File: src/hdl/rmq_pkg.sv
package rmq_pkg;

  localparam int W      = 18;
  localparam int ARG_W  = 19;
  localparam int NUM_W  = 19;

  // square root: one result bit per step
  localparam int SQ_BITS = 18;
  localparam int SQ_PER  = 3;
  localparam int SQ_ST   = SQ_BITS / SQ_PER;
  localparam int SQ_REM  = 20;

  // divider: one quotient bit per step
  localparam int DV_BITS = 35;
  localparam int DV_PER  = 5;
  localparam int DV_ST   = DV_BITS / DV_PER;
  localparam int SDIV_W  = 19;

  // select stage, root stages, divide stages, output stage
  localparam int NST = 1 + SQ_ST + DV_ST + 1;

  localparam logic [1:0] BR_W = 2'd0;
  localparam logic [1:0] BR_X = 2'd1;
  localparam logic [1:0] BR_Y = 2'd2;
  localparam logic [1:0] BR_Z = 2'd3;

  typedef logic [8:0][W-1:0] rot_t;

  typedef struct packed {
    logic [1:0]                  branch;
    logic [ARG_W-1:0]            arg;
    logic [2:0][NUM_W-1:0]       num;
  } sel_t;

  typedef struct packed {
    logic [1:0]                  branch;
    logic [ARG_W-1:0]            arg;
    logic [2:0][NUM_W-1:0]       num;
    logic [SQ_REM-1:0]           rem;
    logic [SQ_BITS-1:0]          root;
  } sq_t;

  typedef struct packed {
    logic [1:0]                  branch;
    logic [SQ_BITS-2:0]          big;
    logic                        degen;
    logic [SDIV_W-1:0]           sdiv;
    logic [2:0]                  neg;
    logic [2:0][NUM_W-1:0]       mag;
    logic [2:0][SDIV_W-1:0]      rem;
    logic [2:0][DV_BITS-1:0]     quo;
  } dv_t;

endpackage

File: src/hdl/rmq_sel.sv
module rmq_sel (
  input  logic          clk,
  input  logic          ld,
  input  rmq_pkg::rot_t rot,
  output rmq_pkg::sel_t sel_q
);

  logic signed [17:0] m00, m01, m02, m10, m11, m12, m20, m21, m22;
  logic signed [20:0] tr, a_w, a_x, a_y, a_z, a_sel;
  logic signed [18:0] d_a, d_b, d_c, s_xy, s_xz, s_yz;
  rmq_pkg::sel_t      sel_nxt;
  rmq_pkg::sel_t      sel_r;

  assign m00 = $signed(rot[0]);
  assign m01 = $signed(rot[1]);
  assign m02 = $signed(rot[2]);
  assign m10 = $signed(rot[3]);
  assign m11 = $signed(rot[4]);
  assign m12 = $signed(rot[5]);
  assign m20 = $signed(rot[6]);
  assign m21 = $signed(rot[7]);
  assign m22 = $signed(rot[8]);

  assign tr  = 21'(m00) + 21'(m11) + 21'(m22);
  assign a_w = tr + 21'sd65536;
  assign a_x = 21'sd65536 + 21'(m00) - 21'(m11) - 21'(m22);
  assign a_y = 21'sd65536 + 21'(m11) - 21'(m00) - 21'(m22);
  assign a_z = 21'sd65536 + 21'(m22) - 21'(m00) - 21'(m11);

  assign d_a  = 19'(m21) - 19'(m12);
  assign d_b  = 19'(m02) - 19'(m20);
  assign d_c  = 19'(m10) - 19'(m01);
  assign s_xy = 19'(m01) + 19'(m10);
  assign s_xz = 19'(m02) + 19'(m20);
  assign s_yz = 19'(m12) + 19'(m21);

  always_comb begin
    if (tr > 21'sd0) begin
      sel_nxt.branch = rmq_pkg::BR_W;
    end else if (m00 > m11 && m00 > m22) begin
      sel_nxt.branch = rmq_pkg::BR_X;
    end else if (m11 > m22) begin
      sel_nxt.branch = rmq_pkg::BR_Y;
    end else begin
      sel_nxt.branch = rmq_pkg::BR_Z;
    end
    case (sel_nxt.branch)
      rmq_pkg::BR_W: begin
        a_sel = a_w;
        sel_nxt.num = {d_c, d_b, d_a};
      end
      rmq_pkg::BR_X: begin
        a_sel = a_x;
        sel_nxt.num = {s_xz, s_xy, d_a};
      end
      rmq_pkg::BR_Y: begin
        a_sel = a_y;
        sel_nxt.num = {s_yz, s_xy, d_b};
      end
      default: begin
        a_sel = a_z;
        sel_nxt.num = {s_yz, s_xz, d_c};
      end
    endcase
    // negative argument clamps to zero
    sel_nxt.arg = (a_sel < 21'sd0) ? '0 : a_sel[rmq_pkg::ARG_W-1:0];
  end

  always_ff @(posedge clk) begin
    if (ld) begin
      sel_r <= sel_nxt;
    end
  end

  assign sel_q = sel_r;

endmodule

File: config.mk
export PLATFORM = sky130hd
export DESIGN_NAME = rmq_sel
export DESIGN_NICKNAME = d
export VERILOG_FILES = /design/src/hdl/rmq_pkg.sv /design/src/hdl/rmq_sel.sv
export SDC_FILE = /design/constraint.sdc
export NUM_CORES = 1
export LEC_CHECK = 0
export BUFFER_PORTS_ARGS = -buffer_cell sky130_fd_sc_hd__buf_4
export CAP_MARGIN = 10
export CORE_UTILIZATION = 65
export CTS_CLUSTER_DIAMETER = 50
export CTS_CLUSTER_SIZE = 14
export DETAILED_ROUTE_END_ITERATION = 7
export HOLD_SLACK_MARGIN = 0.03
export PLACE_DENSITY = 0.89
export SETUP_SLACK_MARGIN = 0.2
export SYNTH_ARGS = -nofsm -noshare
export SYNTH_HDL_FRONTEND = slang
export SYNTH_SLANG_ARGS = --single-unit
File: constraint.sdc
create_clock -name clk -period 8.5 [get_ports clk]
set_input_delay 2.125 -clock clk [delete_from_list [all_inputs] [get_ports clk]]
set_output_delay 2.125 -clock clk [all_outputs]
set_load 0.02 [all_outputs]
==> results.txt <==
Met3 Track Usage GR: 5.604%
Vias in the first global route: 14720
Pleak: 8.981 nW
Worst setup path category: input port to register
Nets: 2670
Die Wd: 160.8 um
Post-route ant nets: 0
Avg WL per Cell: 20.99 um
Boundary Pins: 242
Die H: 160.8 um
Yosys reg bits: 78
Crit path max fanout: 26
Fraction of layout cells with a size suffix above 1: 14.68%
Synthesized instance count: 1874
Max Clk Rate: 0.1365 GHz
Worst hold path depth: 1
Fillcell total: 1757
Area contributors post-synth: ha_1 26%, edfxtp_1 14%, fa_1 11%, xnor2_1 5.8%, inv_1 4.9%
HP Class: input port to register
Fin. Hold Viols: 0
Post-synth top area share: 25.79%
CTS Sinks: 78
Worst-path clk slew: 0.08 ns
Die footprint: 25870 um^2
Clock Path Buffers: 2
CP required: 8.60 ns
Async set or reset register ratio after synthesis: 0%
Post-CTS sizing: 0
Clk root buf: clkbuf_16
Max reg flops: 78
RePlAce Congestion: 0.9632
Syn_area_per_cell: 8.750 um^2
Worst vdd ir: 0.1339 mV
Slew margin rel.: 29.15%
Core area: 24530 um^2
Via count: 14880
Largest net degree at the start of global routing: 74
Final Max Tran Viols: 0
Placement Rows: 57
DR iter-0 viols: 1417
Post-layout instance area: 18720 um^2
Area leader, netlist: ha_1
Final setup vio count: 0
GRT met2 Usage: 66.04%
Cell family with most CP delay: compound AO/OA/AOI/OAI gates
Final HPWL DP: 41.88 mm
Starting Density: 66.84%
Tightest Pin Transition: 1.063 ns
Global-route congestion overflow total: 0
Post-synth EDFFs: 78
Initial antenna violation count: 0
GRT Util Overall: 38.96%
Layout area overhead: 14.13%
Cts hold-fix bufs: 0
Sequential area share after synthesis: 14.28%
Hold path start: ld
Max_cap viols: 0
TNS Setup: 0 ns
Most frequent cells in the layout: 338 x ha_1, 250 x buf_4, 212 x inv_1
First-pass GRT wire length: 78.64 mm
Most common cell after layout, fill and taps aside: ha_1
Inserted Clock Buffers: 9
Met1 usage: 49.24%
RSZ-0062 raised after global routing: false
Status: completed
Cell Area, Synth: 16400 um^2
CP endpoint kind: register
Crit path largest cell delay: 0.54 ns
Mapped Nets: 2464
Library cells used by synthesis: 92
Final min period: 7.325 ns
Drt total wl: 50.57 mm
Vias/cell: 6.175
Worst setup SP type: input port
TritonCTS clock tree: done
Most used DFF post-synth: edfxtp_1
Port bufs: 241
Worst Hold End: sel_q[55]
Post-CTS setup buffers: 0
Power per standard cell area: 174.7 nW/um^2
Synth warn: 0
Slowest cell on the critical path: fa_1
DRC viols: 0
H-tree depth: 3
Area post-placement: 18430 um^2
Final period util: 86.17%
GRT Max-Usage Layer: met2
Worst EP arrival: 7.42 ns
ANT cells: 0
Crit path from: rot[7]
Critical Path, Cell by Cell: buf_4, fa_1, ha_1, a2111oi_0, o21ai_1, a31oi_1, o21bai_1, a21oi_1, xor2_1, ha_1, nand4bb_1, a211oi_1, nor4b_1, and4_1, a21o_2, buf_4, and2_4, a221oi_1
Drt pass-1 iters: 6
CP bufs+invs: 2
==> stage by stage <==
stage	hold slack, ns	cells	utilization (%)	setup slack, ns	power [mW]
2_1_floorplan	2.238	1874	-	2.085	2.104
3_3_place_gp	2.406	2393	75.13	1.097	2.783
3_5_place_dp	2.407	2393	75.13	0.9439	2.817
4_1_cts	2.033	2409	76.29	1.304	3.222
5_1_grt	2.031	2409	76.29	0.8028	3.463
6_report	2.025	2409	76.29	1.176	3.269
==> cell families after synthesis <==
| family | count (synthesis) | share of synthesized area, % |
|---|---|---|
| AO/OA/AOI/OAI | 489 | 19.90 |
| AND/OR/NAND/NOR | 435 | 13.00 |
| adder cells (fa/ha/maj) | 426 | 36.53 |
| buffers and inverters | 269 | 6.539 |
| XOR/XNOR | 146 | 7.798 |
| flip-flops | 78 | 14.28 |
| multiplexers | 31 | 1.946 |
==> worst max path at each step <==
stage                      to  slack, ns  depth (start not counted)
CTS                 sel_q[69]       1.30                         19
finish              sel_q[18]       1.18                         18
global placement    sel_q[35]       1.10                         23
global route        sel_q[35]       0.80                         19
detailed placement  sel_q[18]       0.94                         18
floorplan           sel_q[36]       2.08                         22
==> cell type report <==
type / instances / area (um^2) / area share [%]
multi-input combinational: 1527 / 13010 / 69.49
sequential: 78 / 2342 / 12.52
timing repair buffer: 250 / 1877 / 10.03
inverter: 214 / 803.3 / 4.292
tap: 324 / 405.4 / 2.166
clock buffer: 9 / 225.2 / 1.203
clock inverter: 7 / 57.56 / 0.3075
==> Yosys cell counts (6+ instances only) <==
cell type and number:
edfxtp_1 78, o211ai_1 14, o21a_1 23, nand2b_1 29, nor2_1 151, o21ai_0 93
or3_1 12, and3_1 9, a211oi_1 16, o31a_1 7, nor4_1 10, a221oi_1 13
mux2i_1 24, nor3b_1 6, inv_1 212, fa_1 88, o41ai_1 7, nand3_1 19
xor2_1 37, xnor2_1 109, o31ai_1 10, nor3_1 33, a21oi_1 122, o21ai_1 12
clkbuf_1 28, mux2_2 7, o21bai_1 27, a21o_1 31, buf_2 17, nand2_1 96
a31oi_1 25, and2_1 6, a22oi_1 8, o2111ai_1 6, nor2b_1 34, ha_1 338
==> power breakdown <==
group | internal, mW | switching (mW)
logic | 0.896 | 1.32
clock network | 0.202 | 0.194
registers | 0.590 | 0.0647
==> per-layer routing <==
layer	up-vias	wire (um)
met3	143	4187
li1	6922	-
met1	7036	19930
met5	-	0
met4	0	2286
met2	775	24170
Note: power is estimated with default switching activity, not from simulation.
