## src/hdl/rmq_pkg.sv

```systemverilog
package rmq_pkg;

  localparam int W      = 18;
  localparam int ARG_W  = 19;
  localparam int NUM_W  = 19;

  // square root: one result bit per step
  localparam int SQ_BITS = 18;
  localparam int SQ_PER  = 3;
  localparam int SQ_ST   = SQ_BITS / SQ_PER;
  localparam int SQ_REM  = 20;

  // divider: one quotient bit per step
  localparam int DV_BITS = 35;
  localparam int DV_PER  = 5;
  localparam int DV_ST   = DV_BITS / DV_PER;
  localparam int SDIV_W  = 19;

  // select stage, root stages, divide stages, output stage
  localparam int NST = 1 + SQ_ST + DV_ST + 1;

  localparam logic [1:0] BR_W = 2'd0;
  localparam logic [1:0] BR_X = 2'd1;
  localparam logic [1:0] BR_Y = 2'd2;
  localparam logic [1:0] BR_Z = 2'd3;

  typedef logic [8:0][W-1:0] rot_t;

  typedef struct packed {
    logic [1:0]                  branch;
    logic [ARG_W-1:0]            arg;
    logic [2:0][NUM_W-1:0]       num;
  } sel_t;

  typedef struct packed {
    logic [1:0]                  branch;
    logic [ARG_W-1:0]            arg;
    logic [2:0][NUM_W-1:0]       num;
    logic [SQ_REM-1:0]           rem;
    logic [SQ_BITS-1:0]          root;
  } sq_t;

  typedef struct packed {
    logic [1:0]                  branch;
    logic [SQ_BITS-2:0]          big;
    logic                        degen;
    logic [SDIV_W-1:0]           sdiv;
    logic [2:0]                  neg;
    logic [2:0][NUM_W-1:0]       mag;
    logic [2:0][SDIV_W-1:0]      rem;
    logic [2:0][DV_BITS-1:0]     quo;
  } dv_t;

endpackage

```

## src/hdl/rmq_sqrt.sv

```systemverilog
module rmq_sqrt (
  input  logic                       clk,
  input  logic [rmq_pkg::SQ_ST-1:0]  ld,
  input  rmq_pkg::sel_t              sel_d,
  output rmq_pkg::sq_t               sq_q
);

  rmq_pkg::sq_t st_r [rmq_pkg::SQ_ST];
  rmq_pkg::sq_t init;

  assign init.branch = sel_d.branch;
  assign init.arg    = sel_d.arg;
  assign init.num    = sel_d.num;
  assign init.rem    = '0;
  assign init.root   = '0;

  for (genvar k = 0; k < rmq_pkg::SQ_ST; k++) begin : g_st
    rmq_pkg::sq_t src;
    rmq_pkg::sq_t st_nxt;

    if (k == 0) begin : g_first
      assign src = init;
    end else begin : g_next
      assign src = st_r[k-1];
    end

    always_comb begin
      logic [2*rmq_pkg::SQ_BITS-1:0] rad;
      logic [rmq_pkg::SQ_REM+1:0]    sh;
      logic [rmq_pkg::SQ_REM+1:0]    trial;
      int                            idx;
      st_nxt = src;
      // radicand is arg scaled by 2^16
      rad = {1'b0, src.arg, 16'b0};
      for (int j = 0; j < rmq_pkg::SQ_PER; j++) begin
        idx   = rmq_pkg::SQ_BITS - 1 - (k * rmq_pkg::SQ_PER + j);
        sh    = {st_nxt.rem, rad[2*idx +: 2]};
        trial = {2'b0, st_nxt.root, 2'b01};
        if (sh >= trial) begin
          st_nxt.rem  = rmq_pkg::SQ_REM'(sh - trial);
          st_nxt.root = {st_nxt.root[rmq_pkg::SQ_BITS-2:0], 1'b1};
        end else begin
          st_nxt.rem  = rmq_pkg::SQ_REM'(sh);
          st_nxt.root = {st_nxt.root[rmq_pkg::SQ_BITS-2:0], 1'b0};
        end
      end
    end

    always_ff @(posedge clk) begin
      if (ld[k]) begin
        st_r[k] <= st_nxt;
      end
    end
  end

  assign sq_q = st_r[rmq_pkg::SQ_ST-1];

endmodule

```

## config.mk

```make
export PLATFORM = sky130hd
export DESIGN_NAME = rmq_sqrt
export DESIGN_NICKNAME = d
export VERILOG_FILES = /design/src/hdl/rmq_pkg.sv /design/src/hdl/rmq_sqrt.sv
export SDC_FILE = /design/constraint.sdc
export NUM_CORES = 1
export LEC_CHECK = 0
export ABC_AREA = 0
export BUFFER_PORTS_ARGS = -buffer_cell sky130_fd_sc_hd__buf_2
export CORE_MARGIN = 4
export CORE_UTILIZATION = 45
export DETAILED_ROUTE_END_ITERATION = 10
export PLACE_DENSITY = 0.61
export REMOVE_ABC_BUFFERS = 1
export SLEW_MARGIN = 20
export SYNTH_ARGS = -nofsm -noshare
export SYNTH_HDL_FRONTEND = slang
export SYNTH_SLANG_ARGS = --single-unit
```

## constraint.sdc

```tcl
create_clock -name clk -period 16.2 [get_ports clk]
set_clock_uncertainty 0.1 [all_clocks]
set_input_delay 3.24 -clock clk [delete_from_list [all_inputs] [get_ports clk]]
set_output_delay 3.24 -clock clk [all_outputs]
set_load 0.05 [all_outputs]
```

==> results.sh, run 1 <==
export IMPL_power_switching_uw=2080
export IMPL_drc=0
export IMPL_regMostFlops="st_r"
export IMPL_period_needed_ns=9.77
export IMPL_vias=20400
export IMPL_largest_reg_flops=642
export IMPL_internal_power_uw=3870
export IMPL_rows=96
export IMPL_cts_tree="built"
export IMPL_min_path_cells=0
export IMPL_crit_family="compound AO/OA/AOI/OAI gates"
export IMPL_fin_hold_ws_ns=0.285
export IMPL_dp_hpwl_mm=51.8
export IMPL_grt_max_degree=65
export IMPL_dieHeight_um=273
export IMPL_grt_usage_pct=18.7
export IMPL_netlist_area_sq_um=31700
export IMPL_cts_num_sinks=642
export IMPL_path_buf_inv=7
export IMPL_maxSlewViolCount=0
export IMPL_syn_to_final_growth_pct=13.8
export IMPL_synth_avg_cell_area_sq_um=12.7
export IMPL_grt_pass1_wl_mm=111
export IMPL_cts_max_level=3
export IMPL_synthFlopType="edfxtp_1"
export IMPL_fmax_mhz=102
export IMPL_cts_root_buf="clkbuf_16"
export IMPL_hold_buffers=0
export IMPL_ys_ff_latch=642
export IMPL_drt_iter0_markers=1225
export IMPL_status="complete, no violations"
export IMPL_die_w_um=273
export IMPL_dr_wl_met3_mm=2.76
export IMPL_r2r_slack_ns=6.43
export IMPL_grt_overflow_total=0
export IMPL_cap_violations=0
export IMPL_synth_seq_area_share_pct=60.9
export IMPL_drt_vias_per_instance=5.49
export IMPL_crit_path_start="st_r[4][19]$_DFFE_PP_"
export IMPL_antenna_left=0
export IMPL_netSwitchingFraction_pct=35.0
export IMPL_drive_gt1_share_pct=15.1
export IMPL_place_area_sq_um=33700
export IMPL_initial_core_util_pct=45.8
export IMPL_highest_layer="met4"
export IMPL_cts_buffers_inserted=70
export IMPL_leakage_uw=0.0137
export IMPL_cts_resized=0
export IMPL_numPortBuffers=200
export IMPL_first_pass_iters=5
export IMPL_worst_pin_slew_ns=0.954
export IMPL_setup_viol=0
export IMPL_clkTransAtPathRegs_ns=0.06
export IMPL_worstReg2RegEnd="st_r[5][21]$_DFFE_PP_"
export IMPL_cp_required_ns=16.49
export IMPL_max_slew_margin_pct=36.2
export IMPL_cp_end_kind="register"
export IMPL_grt_setup_unrepaired="no"
export IMPL_top_regs="st_r: 642 flops"
export IMPL_finalNetCount=2985
export IMPL_crit_type="register to register"
export IMPL_synth_cell_types=95
export IMPL_powerDensity_nw_per_um2=165
export IMPL_finalHoldViolCount=0
export IMPL_ir_drop_v=0.000132
export IMPL_start_kind="register"
export IMPL_reg2reg_from="st_r[4][19]$_DFFE_PP_"
export IMPL_clock_power_share_pct=26.0
export IMPL_cts_max_path_buffers=3
export IMPL_gp_congestion=0.878
export IMPL_wl_met1_mm=31.4
export IMPL_nFillCells=5899
export IMPL_die_area_sq_um=74700
export IMPL_route_met2_wl_mm=34.6
export IMPL_postLayoutCellArea_sq_um=36000
export IMPL_worstPathArrival_ns=10.06
export IMPL_routed_wl_mm=70.5
export IMPL_cp_slowest_cell="a311oi_1"
export IMPL_fin_crit_sh_pct=60.3
export IMPL_synthCells=2491
export IMPL_ios=201
export IMPL_grt_pass1_vias=20300
export IMPL_synth_edf_count=642
export IMPL_synth_async_reset_ratio_pct=0
export IMPL_drt_wirelength_per_cell_um=19.0
export IMPL_grt_antenna_before_repair=4
export IMPL_core_area_sq_um=69200
export IMPL_reg2regPathDepth=39
export IMPL_clk_latency_ns=0.61
export IMPL_yosys_warnings=0
export IMPL_min_from="st_r[3][80]$_DFFE_PP_"
export IMPL_cts_setup_buffers=0
export IMPL_seq_power_share_pct=37.3
export IMPL_setup_tns_ns=0
export IMPL_holdPathEnd="st_r[4][80]$_DFFE_PP_"
export IMPL_slowest_delay_ns=0.60
export IMPL_hp_class="register to register"
export IMPL_power_frac_comb_pct=36.7
export IMPL_crit_fanout=24
-- synthesized netlist by cell type, drive strengths merged (45+ instances only) --
master,count,area [sq um]
inv,134,503
nor2,181,687
nand2,161,609
nor3,53,282
o21ai,118,591
xnor2,117,1020
edfxtp,642,19300
a21oi,151,756
xor2,72,631
mux2,45,507
a21o,63,473
ha,170,2130
-- routing by layer --
layer	vias to the layer above	track usage (%)
met5	-	0
met4	0	5.24
met3	111	2.80
met2	436	32.4
met1	9952	24.5
li1	9915	-
-- per-stage QoR --
| stage | util, % | total power (uW) | worst slack [ns] | cells |
|---|---|---|---|---|
| floorplan | - | 3900 | 7.26 | 2439 |
| global placement | 48.8 | 4370 | 6.73 | 3584 |
| detailed placement | 48.8 | 4410 | 6.45 | 3584 |
| CTS | 52.1 | 6000 | 6.42 | 3714 |
| global route | 52.1 | 6330 | 5.55 | 3715 |
| finish | 52.1 | 5960 | 6.43 | 3716 |
-- layout by cell type, fill, tap and decap left out, types with 44 or more instances in the layout --
master and instances:
edfxtp_1 642, buf_2 194, nor2_1 180, ha_1 170, nand2_1 159, a21oi_1 151
inv_1 129, o21ai_0 117, xnor2_1 117, xor2_1 72, clkbuf_16 70, a21o_1 63
nor3_1 51, mux2_2 44
-- power groups by stage --
stage | Combinational [uW] | Clock (uW) | Sequential (uW)
finish | 2190 | 1550 | 2220
global route | 2410 | 1680 | 2240
CTS | 2170 | 1600 | 2220
detailed placement | 2150 | 0 | 2260
global placement | 2120 | 0 | 2250
floorplan | 1550 | 0 | 2340
-- how the worst max path moves through the flow --
stage | end | slack (ns) | cells after the start
2_1_floorplan | st_r[5][21]$_DFFE_PP_ | 7.26 | 37
3_5_place_dp | st_r[5][24]$_DFFE_PP_ | 6.45 | 39
3_3_place_gp | st_r[5][21]$_DFFE_PP_ | 6.73 | 39
6_report | st_r[5][21]$_DFFE_PP_ | 6.43 | 39
4_1_cts | st_r[5][33]$_DFFE_PP_ | 6.42 | 39
5_1_grt | st_r[5][26]$_DFFE_PP_ | 5.55 | 39
-- logic make-up (layout without fill, tap and decap cells) --
family,after synthesis,count (layout),share of synthesized area (%)
flops,642,642,60.9
xor+xnor,189,189,5.23
mux,53,53,1.85
compound gates,570,570,11.7
buf+inv,187,479,2.30
fa+ha+maj,175,175,7.03
simple gates,675,675,11.0
other cells,0,2,0
-- final cells by class --
| class | instances | area (sq um) | share of cell area [%] |
|---|---|---|---|
| Antenna cell | 2 | 5.00 | 0.0139 |
| Clock buffer | 81 | 1790 | 4.97 |
| Clock inverter | 49 | 507 | 1.41 |
| Inverter | 135 | 507 | 1.41 |
| Multi-Input combinational cell | 1662 | 11700 | 32.4 |
| Sequential cell | 642 | 19300 | 53.5 |
| Tap cell | 931 | 1160 | 3.23 |
| Timing Repair Buffer | 214 | 1120 | 3.11 |
Note: power is estimated with default switching activity, not from simulation.
==> run 2, diff against run 1 <==
--- a/config.mk
+++ b/config.mk
@@ -5,12 +5,12 @@
 export SDC_FILE = /design/constraint.sdc
 export NUM_CORES = 1
 export LEC_CHECK = 0
-export ABC_AREA = 0
+export ABC_AREA = 1
 export BUFFER_PORTS_ARGS = -buffer_cell sky130_fd_sc_hd__buf_2
 export CORE_MARGIN = 4
 export CORE_UTILIZATION = 45
 export DETAILED_ROUTE_END_ITERATION = 10
-export PLACE_DENSITY = 0.61
+export PLACE_DENSITY = 0.63
 export REMOVE_ABC_BUFFERS = 1
 export SLEW_MARGIN = 20
 export SYNTH_ARGS = -nofsm -noshare
==> constraint.sdc (replaced) <==
create_clock -name clk -period 8.1 [get_ports clk]
set_clock_uncertainty 0.1 [all_clocks]
set_input_delay 1.62 -clock clk [delete_from_list [all_inputs] [get_ports clk]]
set_output_delay 1.62 -clock clk [all_outputs]
set_load 0.05 [all_outputs]
==> run 2 against run 1 <==
Non-clock buffer count increased by 10. Setup slack got worse by 5.8 ns. Highest routed layer unchanged. Global-route usage rose by 1.3 points. Critical endpoint is now st_r[4][21]$_DFFE_PP_. Core utilization fell by 0.12 points.
==> results.sh, run 2 <==
export IMPL_multi_input_area_sq_um=12700
export IMPL_holdPathEnd="st_r[1][97]$_DFFE_PP_"
export IMPL_cp_slowest_cell="edfxtp_1"
export IMPL_ys_top_cells_by_count="nand2_1, edfxtp_1, inv_1"
export IMPL_power_uw=12800
export IMPL_netlist_area_sq_um=33600
export IMPL_grt_max_degree=70
export IMPL_antenna_left=0
export IMPL_cts_max_level=3
export IMPL_dp_hpwl_mm=60.8
export IMPL_dieHeight_um=281
export IMPL_synthFlopType="edfxtp_1"
export IMPL_drive_gt1_share_pct=12.9
export IMPL_synth_cell_types=58
export IMPL_syn_to_final_growth_pct=13.6
export IMPL_finalHoldViolCount=0
export IMPL_path_buf_inv=9
export IMPL_fin_util_pct=52.0
export IMPL_grt_overflow_total=0
export IMPL_first_pass_iters=5
export IMPL_synthCells=3326
export IMPL_numPortBuffers=200
export IMPL_routed_wl_mm=79.6
export IMPL_crit_type="register to register"
export IMPL_drc=0
export IMPL_cts_num_sinks=642
export IMPL_die_area_sq_um=79100
export IMPL_ys_ff_latch=642
export IMPL_rows=99
export IMPL_seq_area_sq_um=19300
export IMPL_crit_top_cell="nand2_1"
export IMPL_drt_vias_per_instance=5.15
export IMPL_status="complete, no violations"
export IMPL_setup_viol=0
export IMPL_worst_pin_slew_ns=0.983
export IMPL_nFillCells=6617
export IMPL_regMostFlops="st_r"
export IMPL_synth_seq_area_share_pct=57.4
export IMPL_synth_top_cell_area_share_pct=57.4
export IMPL_fin_crit_sh_pct=91.8
export IMPL_cts_tree="built"
export IMPL_drt_iter0_markers=1690
export IMPL_grt_antenna_before_repair=3
export IMPL_netSwitchingFraction_pct=39.1
export IMPL_synth_async_reset_ratio_pct=0
export IMPL_synth_largest_area_cell="edfxtp_1"
export IMPL_clkTransAtPathRegs_ns=0.06
export IMPL_reg2reg_from="st_r[3][19]$_DFFE_PP_"
export IMPL_gp_congestion=0.929
export IMPL_worstPathArrival_ns=7.67
export IMPL_cp_required_ns=8.33
export IMPL_synth_area_top_cells="edfxtp_1, nand2_1, ha_1"
export IMPL_core_area_sq_um=73500
export IMPL_synth_edf_count=642
export IMPL_fmax_mhz=134
export IMPL_final_cell_mix="nand2_1, edfxtp_1, inv_1"
export IMPL_ir_drop_v=0.000192
export IMPL_top_regs="st_r: 642 flops"
export IMPL_setup_tns_ns=0
export IMPL_cts_buffers_inserted=70
export IMPL_cp_end_kind="register"
export IMPL_worstReg2RegEnd="st_r[4][21]$_DFFE_PP_"
export IMPL_r2r_slack_ns=0.66
export IMPL_yosysMostFrequentCell="nand2_1"
export IMPL_power_switching_uw=5010
export IMPL_vias=23700
export IMPL_internal_power_uw=7800
export IMPL_seq_power_share_pct=34.9
export IMPL_crit_family="compound AO/OA/AOI/OAI gates"
export IMPL_powerDensity_nw_per_um2=336
export IMPL_max_slew_margin_pct=34.5
export IMPL_cap_violations=0
export IMPL_leakage_uw=0.0160
export IMPL_slowest_delay_ns=0.46
export IMPL_min_path_cells=0
export IMPL_synth_avg_cell_area_sq_um=10.1
export IMPL_min_from="st_r[0][97]$_DFFE_PP_"
export IMPL_cts_max_path_buffers=3
export IMPL_power_frac_comb_pct=40.7
export IMPL_drt_wirelength_per_cell_um=17.3
export IMPL_layout_commonest_cell="nand2_1"
export IMPL_period_needed_ns=7.44
export IMPL_grt_pass1_wl_mm=123
export IMPL_maxSlewViolCount=0
export IMPL_crit_fanout=12
export IMPL_finalNetCount=3846
export IMPL_cts_root_buf="clkbuf_16"
export IMPL_grt_pass1_vias=22600
export IMPL_yosys_warnings=0
export IMPL_largest_reg_flops=642
export IMPL_initial_core_util_pct=45.8
export IMPL_die_w_um=281
export IMPL_hp_class="register to register"
export IMPL_hold_buffers=0
export IMPL_reg2regPathDepth=39
export IMPL_start_kind="register"
export IMPL_clock_power_share_pct=24.3
export IMPL_grt_usage_pct=20.0
export IMPL_ios=201
export IMPL_clk_latency_ns=0.62
-- run 2: changes by cell type after synthesis, moves of 32 or more --
cell,before,now
a21o_1,63,13
inv_1,129,346
mux2_2,44,0
nand2_1,159,821
nand3_1,43,222
nand4_1,25,57
nor2_1,180,254
o21ai_0,117,188
xnor2_1,117,61
-- run 2: per-stage QoR --
| stage | cell area [sq um] | setup WS (ns) | hold slack (ns) | instances |
|---|---|---|---|---|
| floorplan | 33400 | 0.596 | 0.300 | 3287 |
| global placement | 35700 | 0.415 | 0.300 | 4464 |
| detailed placement | 35700 | 0.197 | 0.305 | 4464 |
| CTS | 38000 | 0.174 | 0.287 | 4591 |
| global route | 38200 | -0.00561 | 0.290 | 4603 |
| finish | 38200 | 0.662 | 0.286 | 4603 |
-- run 2: cell type report --
type | count | area share, %
repair buffers | 224 | 3.21
diodes | 3 | 0.0197
well taps | 959 | 3.14
repair inverters | 3 | 0.0590
clock buffers | 84 | 4.73
multi-input cells | 2265 | 33.2
clock inverters | 43 | 1.35
inverters | 380 | 3.80
flip-flops and latches | 642 | 50.5
-- run 2: kinds of logic after synthesis --
kind of cell	Yosys count	synth area share (%)
and+or+nand+nor	1505	19.8
DFF	642	57.4
AOI/OAI and AO/OA	436	7.28
buffers and inverters	419	5.00
adders and majority gates	175	6.63
xor gates and xnor gates	149	3.88
-- run 2: per-layer routing --
metal | wire length (um) | track usage [%] | part of all wire [%] | up-vias
met2 | 37600 | 33.5 | 47 | 504
li1 | - | - | - | 12000
met4 | 2020 | 6.17 | 2.5 | 0
met3 | 3760 | 2.63 | 4.7 | 122
met1 | 36200 | 27.2 | 45 | 11100
met5 | 0 | 0 | 0 | -
-- run 2: worst max path at each step --
stage                          startpoint                    end  slack [ns]  depth (start not counted)
CTS                 st_r[4][19]$_DFFE_PP_  st_r[5][31]$_DFFE_PP_        0.17                         43
floorplan           st_r[4][19]$_DFFE_PP_  st_r[5][31]$_DFFE_PP_        0.60                         44
global placement    st_r[3][19]$_DFFE_PP_  st_r[4][30]$_DFFE_PP_        0.41                         38
finish              st_r[3][19]$_DFFE_PP_  st_r[4][21]$_DFFE_PP_        0.66                         39
global route        st_r[4][19]$_DFFE_PP_  st_r[5][31]$_DFFE_PP_      -0.006                         43
detailed placement  st_r[4][19]$_DFFE_PP_  st_r[5][31]$_DFFE_PP_        0.20                         43
-- run 2: power by group through the flow --
stage	Sequential [uW]	Clock [uW]	Combinational [uW]
2_1_floorplan	4690	0	3650
6_report	4470	3120	5220
3_3_place_gp	4540	0	5090
3_5_place_dp	4540	0	5100
4_1_cts	4480	3210	5120
5_1_grt	4510	3370	5890
-- run 2: timing repair --
item	CTS	global route
endpoints found under the setup margin	0	46
setup buffers	0	6
endpoints found under the hold margin	0	0
gates resized for setup	0	22
